File: src/rtl/vp8hc_pkg.sv
`default_nettype none
// ----------------------------------------------------------------------------
// vp8hc_pkg
// Status codes, tag bytes and offsets shared by the lossy WebP head checker.
// ----------------------------------------------------------------------------
package vp8hc_pkg;

	typedef enum logic [2:0] {
		ST_OK        = 3'd0,
		ST_CONTAINER = 3'd1,
		ST_SHORT     = 3'd2,
		ST_START     = 3'd3,
		ST_NOT_KEY   = 3'd4,
		ST_PROFILE   = 3'd5,
		ST_HIDDEN    = 3'd6,
		ST_PARTITION = 3'd7
	} status_t;

	localparam logic [31:0] MIN_LENGTH      = 32'd10;
	localparam logic [31:0] RIFF_MIN_LENGTH = 32'd30;
	localparam logic [31:0] RIFF_MIN_SIZE   = 32'd12;

	// "RIF" little endian, then the closing 'F'
	localparam logic [23:0] RIFF_TAG3 = 24'h464952;
	localparam logic [7:0]  RIFF_LAST = 8'h46;

	// byte offsets in the container head
	localparam logic [4:0] OFF_RIFF_TAG   = 5'd3;
	localparam logic [4:0] OFF_RIFF_SIZE  = 5'd7;
	localparam logic [4:0] OFF_TAGS       = 5'd8;
	localparam logic [4:0] OFF_CHUNK      = 5'd16;
	localparam logic [4:0] OFF_CHUNK_LAST = 5'd19;
	localparam logic [4:0] FRAME_BASE     = 5'd20;

	// byte offsets in the frame data
	localparam logic [4:0] R_START     = 5'd3;
	localparam logic [4:0] R_START_END = 5'd5;
	localparam logic [4:0] R_SIZE      = 5'd6;
	localparam logic [4:0] R_SIZE1     = 5'd7;
	localparam logic [4:0] R_SIZE2     = 5'd8;
	localparam logic [4:0] R_LAST      = 5'd9;

	// "WEBP" then "VP8 "
	function automatic logic [7:0] tag_byte(input logic [2:0] idx);
		logic [7:0] v;
		case (idx)
			3'd0:    v = 8'h57;
			3'd1:    v = 8'h45;
			3'd2:    v = 8'h42;
			3'd3:    v = 8'h50;
			3'd4:    v = 8'h56;
			3'd5:    v = 8'h50;
			3'd6:    v = 8'h38;
			default: v = 8'h20;
		endcase
		return v;
	endfunction

	function automatic logic [7:0] start_code(input logic [1:0] idx);
		logic [7:0] v;
		case (idx)
			2'd0:    v = 8'h9d;
			2'd1:    v = 8'h01;
			default: v = 8'h2a;
		endcase
		return v;
	endfunction

endpackage
`default_nettype wire

File: src/rtl/webp_vp8_header_checker_core.sv
`default_nettype none
// Lossy WebP head checker. Takes one file byte per transfer, starting with the
// byte that carries start_of_header, and gives one result per parse: a status
// code and, for status 0, the 14-bit frame width and height. A new byte can be
// taken every cycle unless the input stalls; a byte passes an input register and
// one pass of compare logic, and its result is then registered in the output
// register. While a result waits under out_stall, the byte in the input register
// holds and the input stalls. The widest path is the 32-bit chunk size against
// RIFF size minus 12 compare on the last container byte.
// ----------------------------------------------------------------------------
// webp_vp8_header_checker_core
// Byte-serial parse of the optional RIFF/WEBP/VP8 container and the VP8 frame head.
// ----------------------------------------------------------------------------
module webp_vp8_header_checker_core (
	input  wire logic                clk,
	input  wire logic                arst_n,
	input  wire logic                in_valid,
	output logic                     in_stall,
	input  wire logic                start_of_header,
	input  wire logic [7:0]          data_byte,
	input  wire logic [31:0]         total_length,
	output logic                     out_valid,
	input  wire logic                out_stall,
	output vp8hc_pkg::status_t       status,
	output logic [13:0]              frame_width,
	output logic [13:0]              frame_height
);
	import vp8hc_pkg::*;

	// input register
	logic        vld_s1;
	logic        sof_s1;
	logic [7:0]  byte_s1;
	logic [31:0] len_s1;

	// parse state
	logic [4:0]  off_q;
	logic        cont_q;
	logic        done_q;
	logic        long_q;
	logic [31:0] riff_q;
	logic [31:0] chunk_q;
	logic [23:0] tag_q;
	logic [13:0] wid_q;
	logic [7:0]  hlo_q;

	// result register
	logic        out_vld_q;
	status_t     st_q;
	logic [13:0] w_q;
	logic [13:0] h_q;

	logic go;

	// state as seen by the byte in the input register (start clears it, but loads chunk and long from the length)
	logic [4:0]  c_off;
	logic        c_cont;
	logic        c_done;
	logic        c_long;
	logic [31:0] c_riff;
	logic [31:0] c_chunk;
	logic [23:0] c_tag;
	logic        len_short;

	logic [4:0]  n_off;
	logic        n_cont;
	logic        n_done;
	logic [31:0] n_riff;
	logic [31:0] n_chunk;
	logic [23:0] n_tag;
	logic [13:0] n_wid;
	logic [7:0]  n_hlo;
	logic        res;
	status_t     res_st;
	logic [13:0] res_w;
	logic [13:0] res_h;
	logic        in_frame;
	logic [4:0]  r;

	assign go       = vld_s1 && !(out_vld_q && out_stall);
	assign in_stall = vld_s1 && out_vld_q && out_stall;

	always_comb begin
		c_off     = sof_s1 ? 5'd0 : off_q;
		c_cont    = sof_s1 ? 1'b0 : cont_q;
		c_done    = sof_s1 ? 1'b0 : done_q;
		c_long    = sof_s1 ? (len_s1 >= RIFF_MIN_LENGTH) : long_q;
		c_riff    = sof_s1 ? 32'd0 : riff_q;
		c_chunk   = sof_s1 ? len_s1 : chunk_q;
		c_tag     = sof_s1 ? 24'd0 : tag_q;
		len_short = sof_s1 && (len_s1 < MIN_LENGTH);
	end

	always_comb begin
		n_off    = c_off;
		n_cont   = c_cont;
		n_done   = c_done;
		n_riff   = c_riff;
		n_chunk  = c_chunk;
		n_tag    = c_tag;
		n_wid    = wid_q;
		n_hlo    = hlo_q;
		res      = 1'b0;
		res_st   = ST_OK;
		res_w    = 14'd0;
		res_h    = 14'd0;
		in_frame = 1'b0;
		r        = c_off;

		if (len_short) begin
			res    = 1'b1;
			res_st = ST_SHORT;
			n_done = 1'b1;
		end else if (!c_done) begin
			n_off = c_off + 5'd1;
			if (!c_cont) begin
				if (c_off == OFF_RIFF_TAG && c_long && c_tag == RIFF_TAG3 &&
				    byte_s1 == RIFF_LAST) begin
					n_cont = 1'b1;
					n_tag  = 24'd0;
				end else begin
					in_frame = 1'b1;
					r        = c_off;
				end
			end else if (c_off < OFF_TAGS) begin
				n_riff = {byte_s1, c_riff[31:8]};
				if (c_off == OFF_RIFF_SIZE && n_riff < RIFF_MIN_SIZE) begin
					res    = 1'b1;
					res_st = ST_CONTAINER;
					n_done = 1'b1;
				end
			end else if (c_off < OFF_CHUNK) begin
				if (byte_s1 != tag_byte(3'(c_off - OFF_TAGS))) begin
					res    = 1'b1;
					res_st = ST_CONTAINER;
					n_done = 1'b1;
				end
			end else if (c_off < FRAME_BASE) begin
				n_chunk = {byte_s1, c_chunk[31:8]};
				if (c_off == OFF_CHUNK_LAST &&
				    (n_chunk == 32'd0 || n_chunk > c_riff - RIFF_MIN_SIZE)) begin
					res    = 1'b1;
					res_st = ST_CONTAINER;
					n_done = 1'b1;
				end
			end else begin
				in_frame = 1'b1;
				r        = c_off - FRAME_BASE;
			end

			if (in_frame) begin
				if (r < R_START) begin
					n_tag[{r[1:0], 3'b000} +: 8] = byte_s1;
				end else if (r < R_SIZE) begin
					if (byte_s1 != start_code(2'(r - R_START))) begin
						res    = 1'b1;
						res_st = ST_START;
						n_done = 1'b1;
					end else if (r == R_START_END) begin
						// frame tag checks, in priority order
						if (c_tag[0]) begin
							res    = 1'b1;
							res_st = ST_NOT_KEY;
							n_done = 1'b1;
						end else if (c_tag[3]) begin
							res    = 1'b1;
							res_st = ST_PROFILE;
							n_done = 1'b1;
						end else if (!c_tag[4]) begin
							res    = 1'b1;
							res_st = ST_HIDDEN;
							n_done = 1'b1;
						end else if ({13'd0, c_tag[23:5]} >= c_chunk) begin
							res    = 1'b1;
							res_st = ST_PARTITION;
							n_done = 1'b1;
						end
					end
				end else if (r == R_SIZE) begin
					n_wid[7:0] = byte_s1;
				end else if (r == R_SIZE1) begin
					n_wid[13:8] = byte_s1[5:0];
				end else if (r == R_SIZE2) begin
					n_hlo = byte_s1;
				end else if (r == R_LAST) begin
					res    = 1'b1;
					res_st = ST_OK;
					res_w  = wid_q;
					res_h  = {byte_s1[5:0], hlo_q};
					n_done = 1'b1;
				end
			end
		end
	end

	// input register
	always_ff @(posedge clk or negedge arst_n) begin
		if (!arst_n) begin
			vld_s1 <= 1'b0;
		end else if (!in_stall) begin
			vld_s1 <= in_valid;
		end
	end

	always_ff @(posedge clk) begin
		if (in_valid && !in_stall) begin
			sof_s1  <= start_of_header;
			byte_s1 <= data_byte;
			len_s1  <= total_length;
		end
	end

	// parse state
	always_ff @(posedge clk or negedge arst_n) begin
		if (!arst_n) begin
			off_q   <= 5'd0;
			cont_q  <= 1'b0;
			done_q  <= 1'b1;
			long_q  <= 1'b0;
			riff_q  <= 32'd0;
			chunk_q <= 32'd0;
			tag_q   <= 24'd0;
		end else if (go) begin
			off_q   <= n_off;
			cont_q  <= n_cont;
			done_q  <= n_done;
			long_q  <= c_long;
			riff_q  <= n_riff;
			chunk_q <= n_chunk;
			tag_q   <= n_tag;
		end
	end

	always_ff @(posedge clk) begin
		if (go) begin
			wid_q <= n_wid;
			hlo_q <= n_hlo;
		end
	end

	// result register
	always_ff @(posedge clk or negedge arst_n) begin
		if (!arst_n) begin
			out_vld_q <= 1'b0;
		end else if (go) begin
			out_vld_q <= res;
		end else if (!out_stall) begin
			out_vld_q <= 1'b0;
		end
	end

	always_ff @(posedge clk) begin
		if (go && res) begin
			st_q <= res_st;
			w_q  <= res_w;
			h_q  <= res_h;
		end
	end

	assign out_valid    = out_vld_q;
	assign status       = st_q;
	assign frame_width  = w_q;
	assign frame_height = h_q;

	// a result only appears after a byte went through the parse logic
	a_result_from_byte: assert property (@(posedge clk) disable iff (!arst_n)
		$rose(out_valid) |-> $past(go))
		else $error("result without a parsed byte");

	// failed parses report no frame size
	a_fail_zero_size: assert property (@(posedge clk) disable iff (!arst_n)
		out_valid && status != ST_OK |-> frame_width == 14'd0 && frame_height == 14'd0)
		else $error("frame size on a failed parse");

	// an open parse never runs past the end of the frame head
	a_raw_offset: assert property (@(posedge clk) disable iff (!arst_n)
		!done_q && !cont_q |-> off_q <= R_LAST)
		else $error("raw parse past frame head");

	a_cont_offset: assert property (@(posedge clk) disable iff (!arst_n)
		!done_q && cont_q |-> off_q <= FRAME_BASE + R_LAST)
		else $error("container parse past frame head");

endmodule
`default_nettype wire
File: config.mk
export PLATFORM = sky130hd
export DESIGN_NAME = webp_vp8_header_checker_core
export DESIGN_NICKNAME = d
export VERILOG_FILES = /design/src/rtl/vp8hc_pkg.sv /design/src/rtl/webp_vp8_header_checker_core.sv
export SDC_FILE = /design/constraint.sdc
export NUM_CORES = 1
export LEC_CHECK = 0
export BUFFER_PORTS_ARGS = -buffer_cell sky130_fd_sc_hd__buf_2
export CAP_MARGIN = 25
export CELL_PAD_IN_SITES_DETAIL_PLACEMENT = 1
export CELL_PAD_IN_SITES_GLOBAL_PLACEMENT = 2
export CORE_ASPECT_RATIO = 0.9
export CORE_MARGIN = 3
export CORE_UTILIZATION = 30
export DETAILED_ROUTE_END_ITERATION = 10
export PLACE_DENSITY_LB_ADDON = 0.1
export RECOVER_POWER = 100
export SYNTH_ARGS = -nofsm -noshare
export SYNTH_HDL_FRONTEND = slang
export SYNTH_SLANG_ARGS = --single-unit
File: constraint.sdc
create_clock -name clk -period 5.4 [get_ports clk]
set_input_delay 1.08 -clock clk [delete_from_list [all_inputs] [get_ports clk]]
set_output_delay 1.08 -clock clk [all_outputs]
set_load 0.02 [all_outputs]
==> flow_summary.json <==
{
  "status": "complete, but fails checks",
  "violations": "max-capacitance violations, max-slew violations",
  "r2r_cells": 10,
  "dr.pass1.iters": 5,
  "syn_to_final_growth_pct": 12.5,
  "holdBufCountCts": 0,
  "drv_slew": 293,
  "drt_iter0_markers": 477,
  "grt_pass1_vias": 8739,
  "dp_worst_setup_slack_ps": 682,
  "cts_htree_levels": 4,
  "avgRoutedWirePerCell_um": 22.5,
  "end_kind": "flop",
  "period_minus_slack_ps": 4840,
  "root_buffer": "clkbuf_16",
  "synth_cells": 1056,
  "num_vias": 8400,
  "grt-ovfl-total": 0,
  "worstMarginPinSlew_ps": 3700,
  "layout-drive-gt1-share": 0.103,
  "slew_headroom": -1.46,
  "final_cells": 1600,
  "fin_ws_ps": 558,
  "hold_viol_final": 0,
  "grt_pass1_wl_um": 55200,
  "maxCapViolCount": 6,
  "ant_nets": 0,
  "synth_top_area_frac": 0.261,
  "cp-start-kind": "flop",
  "cts_resized": 0,
  "ys_seq_area_frac": 0.487,
  "cp.required_ps": 5600,
  "critPathMaxStageDelay_ps": 850,
  "finalHoldWorstSlack_ps": 484,
  "setup_tns_ps": 0,
  "antenna_cells": 0,
  "finClkSkew_ps": 17.9,
  "place_hpwl_um": 25400,
  "synth-edff-count": 94,
  "io_pins": 78,
  "synth_ff_type": "dfrtp_1",
  "cts_setup_buffers": 0,
  "total_power_uw": 4970,
  "max_freq_mhz": 207,
  "rows": 65,
  "arrival_ps": 5040,
  "cp_max_fo": 43,
  "final_nets": 1227,
  "max-vdd-ir-drop_uv": 210,
  "worstReg2RegStart": "sof_s1",
  "yosysTopAreaCell": "edfxtp_1",
  "cp_cell_sequence": "buf_4 > clkbuf_2 > nor4b_1 > and4_1 > nor4b_1 > a21oi_1 > and3_1 > and2_0 > o211ai_1 > o211ai_1",
  "setup_viol": 0,
  "coreArea_sq_mm": 0.0353,
  "synthTopCellsByArea": "edfxtp_1 (26%), dfrtp_1 (22%), ha_1 (7.4%)",
  "async_flop_share": 0.510,
  "clock_latency_ps": 470,
  "place.gp.congestion": 0.810,
  "slowest_stage": "nor4b_1",
  "min_from": "chunk_q[13]",
  "final_cell_mix": "nand2_1 (120), o21ai_0 (102), dfrtp_1 (97)",
  "grt_max_degree": 62,
  "via_per_inst": 5.25,
  "rsz0062_at_grt": "false",
  "syn-num-nets": 1165,
  "final.period_utilization": 0.897,
  "die_h_um": 186,
  "routed_wl_um": 36000,
  "r2r-end": "status[0]",
  "placed_cells": 1568,
  "io_buffers": 77,
  "ys_ff_latch": 192,
  "synth_cell_types": 79,
  "hold_path.class": "reg2reg",
  "worstHoldEndpoint": "chunk_q[13]",
  "clock_sinks": 192,
  "p_per_area_mw_per_mm2": 408,
  "synth_area_sq_mm": 0.0108,
  "syn_area_per_cell_sq_um": 10.3,
  "min_path_cells": 2,
  "cts_tree": "done",
  "p_leak_uw": 0.00512,
  "drc": 0,
  "clockBufferDepth": 2,
  "ys_warn_count": 0,
  "cts.reportedPaths.clkPinSlew_ps": 80,
  "track_usage": 0.194,
  "die-area_sq_mm": 0.0384,
  "initial_core_util": 0.307,
  "fillers": 4026,
  "numCtsBuffers": 17,
  "die_w_um": 206,
  "critical_path_class": "reg2reg",
  "rrSetupSlack_ps": 560,
  "antenna_found_initial": 0,
  "final_common_cell": "nand2_1"
}
layer usage:
layer	GRT usage	wire length (um)	vias to the layer above
met5	0	0	-
met2	0.303	16300	110
li1	-	-	4035
met3	0.0315	1010	31
met1	0.277	18000	4224
met4	0.0600	731	0
logic make-up (layout without fill, tap and decap cells):
group,count (synthesis),in the layout,synth area share
AOI/OAI and AO/OA,280,280,0.173
xor gates and xnor gates,21,21,0.0170
adders and majority gates,64,64,0.0739
buffers and inverters,104,179,0.0403
DFF,192,192,0.487
muxes,36,36,0.0345
and+or+nand+nor,359,359,0.175
worst max path at each step:
| stage | startpoint | end | slack, ps | cells after the start |
|---|---|---|---|---|
| 2_1_floorplan | sof_s1 | frame_height[0] | 5 | 21 |
| 5_1_grt | sof_s1 | status[1] | 160 | 10 |
| 3_3_place_gp | riff_q[14] | frame_height[5] | 770 | 18 |
| 4_1_cts | riff_q[11] | frame_width[8] | 660 | 18 |
| 3_5_place_dp | riff_q[11] | frame_height[3] | 680 | 18 |
| 6_report | sof_s1 | status[0] | 560 | 10 |
flip-flops by register name (all words and copies together) (netlist names):
signal	cells
riff_q	32
tag_q	24
off_q	5
len_s1	32
cont_q	1
long_q	1
done_q	1
vld_s1	1
frame_height	14
status	3
wid_q	14
chunk_q	32
hlo_q	8
sof_s1	1
out_valid	1
frame_width	14
byte_s1	8
cells in the mapped netlist, types with 6 or more instances:
library cell	instances
nand2_1	118
o21ai_0	99
dfrtp_1	97
edfxtp_1	94
ha_1	64
nor2_1	63
clkbuf_1	49
a21oi_1	37
and3_1	33
inv_1	32
a22o_1	27
nor2b_1	27
a22oi_1	26
mux2i_1	25
nor4_1	21
a31oi_1	17
nor3_1	17
nand3_1	14
nand4_1	13
mux2_2	11
xor2_1	11
buf_2	10
xnor2_1	10
nand2b_1	9
a21o_1	8
a32o_1	7
o22ai_1	6
power breakdown:
group	switching [uW]	internal (uW)
Sequential	216	1810
Combinational	1070	602
Clock	623	642
area by class of cell:
| type | instances | area, sq um | area share |
|---|---|---|---|
| tap | 469 | 587 | 0.0481 |
| multi-input combinational | 760 | 5090 | 0.418 |
| sequential | 192 | 5280 | 0.433 |
| timing repair buffer | 111 | 543 | 0.0446 |
| inverter | 36 | 135 | 0.0111 |
| clock inverter | 14 | 126 | 0.0104 |
| clock buffer | 18 | 429 | 0.0352 |
through the flow:
step | utilization | instance area (sq um)
floorplan | - | 10800
global placement | 0.334 | 11800
detailed placement | 0.334 | 11800
CTS | 0.350 | 12300
global route | 0.345 | 12200
finish | 0.345 | 12200
critical path, delay by kind of cell (launching register included):
family	cells	cell delay (ps)
buffers and inverters	2	840
DFF	1	470
AOI/OAI and AO/OA	3	560
and+or+nand+nor	5	2650
Power figures use the tool's default switching activity.
